<file path="src/rtl/rcw_div_pipe.sv">
// Pipelined restoring divider, one quotient bit per stage.
`default_nettype none
module rcw_div_pipe #(
    parameter int Q_W    = 32,
    parameter int D_W    = 25,
    parameter int SIDE_W = 18
) (
    input  wire logic              aclk,
    input  wire logic              aresetn,
    input  wire logic              en,
    input  wire logic              in_valid,
    input  wire logic [D_W-1:0]    in_rem,
    input  wire logic [Q_W-1:0]    in_bits,
    input  wire logic [D_W-1:0]    in_den,
    input  wire logic [SIDE_W-1:0] in_side,
    output logic                   out_valid,
    output logic [Q_W-1:0]         out_quot,
    output logic [SIDE_W-1:0]      out_side
);

    logic              v_reg    [Q_W];
    logic [D_W-1:0]    rem_reg  [Q_W];
    logic [Q_W-1:0]    bits_reg [Q_W];
    logic [Q_W-1:0]    quot_reg [Q_W];
    logic [D_W-1:0]    den_reg  [Q_W];
    logic [SIDE_W-1:0] side_reg [Q_W];

    // A zero divisor gives all quotient bits set, which is the saturated value.
    for (genvar i = 0; i < Q_W; i++) begin : g_stage
        logic              v_in;
        logic [D_W-1:0]    rem_in;
        logic [Q_W-1:0]    bits_in;
        logic [Q_W-1:0]    quot_in;
        logic [D_W-1:0]    den_in;
        logic [SIDE_W-1:0] side_in;
        logic [D_W:0]      sh;
        logic              ge;

        if (i == 0) begin : g_first
            assign v_in    = in_valid;
            assign rem_in  = in_rem;
            assign bits_in = in_bits;
            assign quot_in = '0;
            assign den_in  = in_den;
            assign side_in = in_side;
        end else begin : g_rest
            assign v_in    = v_reg[i-1];
            assign rem_in  = rem_reg[i-1];
            assign bits_in = bits_reg[i-1];
            assign quot_in = quot_reg[i-1];
            assign den_in  = den_reg[i-1];
            assign side_in = side_reg[i-1];
        end

        assign sh = {rem_in, bits_in[Q_W-1]};
        assign ge = (sh >= {1'b0, den_in});

        always_ff @(posedge aclk) begin
            if (!aresetn) begin
                v_reg[i] <= 1'b0;
            end else if (en) begin
                v_reg[i] <= v_in;
            end
        end

        always_ff @(posedge aclk) begin
            if (en) begin
                rem_reg[i]  <= ge ? D_W'(sh - {1'b0, den_in}) : D_W'(sh);
                bits_reg[i] <= {bits_in[Q_W-2:0], 1'b0};
                quot_reg[i] <= {quot_in[Q_W-2:0], ge};
                den_reg[i]  <= den_in;
                side_reg[i] <= side_in;
            end
        end
    end

    assign out_valid = v_reg[Q_W-1];
    assign out_quot  = quot_reg[Q_W-1];
    assign out_side  = side_reg[Q_W-1];

endmodule
`default_nettype wire

</file>
<file path="config.mk">
export PLATFORM = sky130hd
export DESIGN_NAME = rcw_div_pipe
export DESIGN_NICKNAME = d
export VERILOG_FILES = /design/src/rtl/rcw_div_pipe.sv
export SDC_FILE = /design/constraint.sdc
export NUM_CORES = 2
export LEC_CHECK = 0
export BUFFER_PORTS_ARGS = -buffer_cell sky130_fd_sc_hd__buf_2
export CAP_MARGIN = 20
export CORE_MARGIN = 10
export CORE_UTILIZATION = 33
export CTS_CLUSTER_DIAMETER = 50
export DETAILED_ROUTE_END_ITERATION = 16
export MAX_ROUTING_LAYER = met4
export SETUP_SLACK_MARGIN = 0.05
export SYNTH_ARGS = -nofsm -noshare
export SYNTH_HDL_FRONTEND = slang
export SYNTH_MEMORY_MAX_BITS = 65536
export SYNTH_SLANG_ARGS = --single-unit
</file>
<file path="constraint.sdc">
create_clock -name aclk -period 4.35 [get_ports aclk]
set_clock_uncertainty 0.2 [all_clocks]
set_input_delay 0.435 -clock aclk [delete_from_list [all_inputs] [get_ports aclk]]
set_output_delay 0.435 -clock aclk [all_outputs]
set_load 0.02 [all_outputs]
</file>
* Yosys cells after proc, flatten, opt, wreduce, memory -nomap -nowiden
Memory sizes are Yosys's and may differ from the RTL's.
Index checks and enable logic that the tools add are counted.
** Operators by class
- Bitwise logic cells :: 32
- Mux-type cells :: 69
- Add/sub/neg operators :: 32
- Order comparisons :: 32
** Operators by type and width (number)
- $ge A26 B25 Y1 :: 32
- $mux W25 :: 32
- $sub A25 B25 Y25 :: 32
- $mux W1 :: 37
- $or A1 B1 Y1 :: 32
** Word-level totals
- Memories kept :: 6
- Bits in writable memories :: 4224
- Logic and storage cells :: 171
- Input bits :: 104
- Output and inout port bits :: 51
- Flip-flop bits (word level) :: 0
** Memories
- quot_reg :: words 32, width 32, read ports 32, clocked after memory_dff 0, wr ports 32, RTL line 24 : logic [Q_W-1:0] quot_reg [Q_W];
- bits_reg :: words 32, width 31, read ports 31, clocked after memory_dff 0, wr ports 32, RTL line 23 : logic [Q_W-1:0] bits_reg [Q_W];
- den_reg :: words 32, width 25, read ports 31, clocked after memory_dff 0, wr ports 32, RTL line 25 : logic [D_W-1:0] den_reg [Q_W];
- rem_reg :: words 32, width 25, read ports 31, clocked after memory_dff 0, wr ports 32, RTL line 22 : logic [D_W-1:0] rem_reg [Q_W];
- side_reg :: words 32, width 18, read ports 32, clocked after memory_dff 0, wr ports 32, RTL line 26 : logic [SIDE_W-1:0] side_reg [Q_W];
- v_reg :: words 32, width 1, read ports 32, clocked after memory_dff 0, wr ports 32, RTL line 21 : logic v_reg [Q_W];

* Depth between registers and ports, before layout
- Depth after elaboration :: 4
- Depth in mapped cells :: 16
- Depth with buffers taken out :: 15

* Worst setup path after synthesis
OpenSTA, ideal clock, no wires.
- Kind :: reg2reg
- Start :: memory bits_reg[24][30] in the netlist's numbering
- End :: memory rem_reg[25][15] (data pin)
- Required time :: 3.890 ns
- Arrival time :: 3.601 ns
- Setup time :: 0.260 ns
- Clock period less this slack :: 4.060 ns
- Setup slack :: 0.290 ns
- Cell stages (with the launch flop) :: 17
- Buffers on the path :: 2
- Cells stage by stage :: edfxtp_1 inv_1 ha_1 inv_1 fa_1 a21oi_1 o21ai_0 a2111oi_0 o31ai_1 a21oi_1 o21ai_0 a21o_1 a21oi_1 o21a_1 buf_2 buf_2 mux2_2
** RTL lines (RTL line)
- from (decl) :: 23
- to (decl) :: 22

==> results.py <==
metrics = {
    "yosys": {
        "synth_top_family_by_area": "compound AO/OA/AOI/OAI gates",
        "synth_xor_area_share_pct": 4.053,
        "synth_edf_count": 3181,
        "syn-num-nets": 11300,
        "netlist_instances": 10360,
        "synthFlopType": "edfxtp_1",
        "synth_compound_area_share_pct": 10.03,
        "yosys.area_share.adder_pct": 7.408,
        "ys_ff_latch": 3182,
        "synth_top_area_share_pct": 66.57,
        "yosysMostFrequentCell": "edfxtp_1",
        "yosys.area_share.simple_pct": 5.902,
        "postSynth.asyncResetShare_pct": 0,
        "netlist_area_mm2": 0.1435,
        "avgSynthCellArea_um2": 13.85,
        "synth_warnings": 0,
        "synthMuxAreaShare_pct": 2.884,
        "synth.area.top_cells": "edfxtp_1, ha_1, mux2_2",
        "synth_largest_area_cell": "edfxtp_1",
        "synthTopCellsByCount": "edfxtp_1, inv_1, ha_1",
        "ys_seq_area_share_pct": 66.58,
        "synth_cell_types": 85,
    },
    "routing": {
        "ant_nets": 0,
        "vias_per_cell": 4.678,
        "drt-total-wl_mm": 269.5,
        "vias": 80640,
        "drt-initial-drc-count": 5065,
        "post-route-drc-count": 0,
        "wl_met2_mm": 132.9,
        "wl_met3_mm": 10.32,
        "drt-met1-wl_mm": 115.6,
        "dr.pass1.iters": 7,
        "routed.top_layer": "met4",
        "wl_per_cell_um": 15.64,
    },
    "worst_setup_path": {
        "crit_path_top_delay_cell": "a2111o_1",
        "cp_top_family": "compound AO/OA/AOI/OAI gates",
        "reg2reg_to": "rem_reg[5][2]$_DFFE_PP_",
        "cp-end-kind": "flop",
        "cp_num_buf_inv": 4,
        "crit_fanout": 7,
        "r2r-start": "bits_reg[4][30]$_DFFE_PP_",
        "path_cells": "inv_1, ha_1, inv_1, fa_1, a21o_1, a31oi_4, o31ai_2, a2111o_1, a21oi_4, o31ai_2, a31o_1, a211o_1, a21oi_4, buf_12, clkbuf_16, mux2_2",
        "worstPathRequired_ns": 4.84,
        "cpPeakStageDelay_ns": 0.43,
        "cp-start-kind": "flop",
        "worstSetupPathType": "flop to flop",
        "rr_worst_depth": 16,
        "reg2reg_slack_ns": 0.21,
        "crit_arrival_ns": 4.63,
    },
    "power": {
        "p_sw_mw": 38.84,
        "vdd_drop_max_mv": 0.3596,
        "p_leak_nw": 64.91,
        "p_comb_share_pct": 34.9,
        "swShare_pct": 32.43,
        "p_clk_share_pct": 27.4,
        "p_int_mw": 80.94,
        "p_seq_share_pct": 37.7,
        "power_density_mw_per_mm2": 709.5,
    },
    "run_status": {
        "violations": "capacitance limit, slew limit",
        "outcome": "finished, violations left",
    },
    "floorplanning": {
        "die_w_um": 679.4,
        "pin_count": 155,
        "die_area_mm2": 0.4616,
        "start_util_pct": 33.07,
        "row_count": 242,
        "die_h_um": 679.4,
        "core_area_mm2": 0.4339,
    },
    "timing": {
        "post-route-period-util_pct": 95.24,
        "tightestPinTransition_ns": 1.661,
        "slew-limit-headroom_pct": -13.62,
        "fin_crit_ns": 4.143,
        "fin_tns_setup_ns": 0,
        "finalHoldViolCount": 0,
        "rsz0062_at_grt": "no",
        "report.final.slew_viol_count": 3,
        "holdWs_ns": 0.08117,
        "setup_viol": 0,
        "setup_ws_ns": 0.2070,
        "max_freq_mhz": 241.4,
    },
    "clocking": {
        "cts_tree": "built",
        "htreeDepth": 5,
        "cts_buffers": 402,
        "clock-root-buffer": "clkbuf_16",
        "cts_sinks": 3182,
        "clk_pin_slew_worst_paths_ns": 0.06,
        "clk_latency_ns": 0.98,
        "clk_path_buf_depth": 4,
    },
    "global_route": {
        "antenna_found_initial": 2,
        "grt_max_degree": 175,
        "grt_pass1_wl_mm": 428.1,
        "grt_overflow": 0,
        "grt_pass1_vias": 80630,
        "grtUsageTotal_pct": 11.51,
    },
    "cells_and_area": {
        "fin_util_pct": 38.91,
        "drive_above_1_share_pct": 12.34,
        "final_nets": 12090,
        "final_area_mm2": 0.1688,
        "area_growth_syn_to_layout_pct": 17.64,
    },
    "job": {
        "max_cap_violations": 1,
    },
    "worst_hold_path": {
        "holdPathStages": 2,
        "hold_end": "bits_reg[0][14]$_DFFE_PP_",
        "hp-start": "in_bits[14]",
        "min_path_type": "primary input to flop",
    },
    "placement": {
        "dp_slack_ns": 0.06325,
        "gp_congestion": 0.8941,
        "dp.final_hpwl_mm": 187.1,
        "postPlaceCellArea_mm2": 0.1532,
        "port_buffers": 154,
    },
}
-- through the flow --
step | power [mW] | cells
floorplan | 75.31 | 10360
global placement | 86.30 | 16290
detailed placement | 86.60 | 16290
CTS | 120.6 | 17220
global route | 127.7 | 17240
finish | 119.8 | 17240
-- power groups by stage --
stage | combinational, mW | clock [mW] | sequential (mW)
finish | 41.8 | 32.8 | 45.2
floorplan | 31.1 | 0 | 44.2
global placement | 40.4 | 0 | 45.9
global route | 46.7 | 35.3 | 45.7
CTS | 41.4 | 34.0 | 45.2
detailed placement | 40.8 | 0 | 45.8
-- layer usage --
| layer | GRT usage (%) | up-vias |
|---|---|---|
| met2 | 19.67 | 1343 |
| met5 | - | - |
| li1 | - | 40230 |
| met3 | 1.880 | 615 |
| met1 | 13.68 | 38450 |
| met4 | 4.339 | 0 |
-- cell usage in the layout (no fill, tap or decap), types with 26 or more instances in the layout --
| cell | synthesis | final |
|---|---|---|
| nand3_1 | 124 | 124 |
| buf_4 | 0 | 155 |
| o21a_1 | 78 | 78 |
| clkbuf_16 | 0 | 410 |
| a31oi_1 | 82 | 75 |
| clkinv_1 | 1 | 59 |
| xnor2_1 | 413 | 413 |
| dlygate4sd3_1 | 0 | 188 |
| o21bai_1 | 98 | 98 |
| edfxtp_1 | 3181 | 3181 |
| fa_1 | 31 | 30 |
| a211oi_1 | 48 | 46 |
| a21o_1 | 327 | 327 |
| mux2_2 | 348 | 348 |
| ha_1 | 800 | 800 |
| clkbuf_1 | 134 | 69 |
| bufinv_16 | 0 | 36 |
| nand4_1 | 126 | 126 |
| buf_2 | 24 | 153 |
| nor2b_1 | 82 | 82 |
| nand2_1 | 559 | 559 |
| and3_1 | 69 | 69 |
| o211ai_1 | 33 | 33 |
| clkinvlp_4 | 0 | 37 |
| clkinv_2 | 0 | 52 |
| buf_12 | 0 | 57 |
| a21oi_1 | 776 | 766 |
| nor4_1 | 26 | 26 |
| inv_1 | 1020 | 1020 |
| nor3_1 | 90 | 90 |
| o31ai_1 | 41 | 39 |
| xor2_1 | 251 | 251 |
| nand2b_1 | 115 | 115 |
| or3_1 | 26 | 26 |
| inv_6 | 0 | 28 |
| o21ai_0 | 572 | 565 |
| nor2_1 | 480 | 479 |
-- cells by family after synthesis --
group           count (synthesis)
fa+ha+maj                     831
simple gates                 1794
buf+inv                      1189
mux                           370
flops                        3182
compound gates               2331
xor+xnor                      664
-- cell type report --
cell class	instances	area (µm²)
diodes	5	12.51
clock inverters	271	3018
repair buffers	559	5076
clock buffers	476	10430
fillers	40420	265100
flip-flops and latches	3182	95540
multi-input cells	5991	43730
inverters	1021	3832
well taps	5734	7174
-- worst max path at each step --
| stage | startpoint | end | cells past startpoint |
|---|---|---|---|
| floorplan | bits_reg[24][30]$_DFFE_PP_ | rem_reg[25][15]$_DFFE_PP_ | 16 |
| global placement | bits_reg[4][30]$_DFFE_PP_ | rem_reg[5][1]$_DFFE_PP_ | 15 |
| detailed placement | bits_reg[4][30]$_DFFE_PP_ | rem_reg[5][4]$_DFFE_PP_ | 15 |
| CTS | bits_reg[4][30]$_DFFE_PP_ | rem_reg[5][23]$_DFFE_PP_ | 15 |
| global route | den_reg[19][0]$_DFFE_PP_ | rem_reg[20][0]$_DFFE_PP_ | 14 |
| finish | bits_reg[4][30]$_DFFE_PP_ | rem_reg[5][2]$_DFFE_PP_ | 16 |
-- what timing repair did --
action | 4_1_cts | 5_1_grt
hold endpoints to repair | 290 | 0
resized for setup | 0 | 26
hold buffers | 188 | 0
setup endpoints to repair | 0 | 184
buffers inserted | 0 | 7
(Power assumes the default switching activity.)
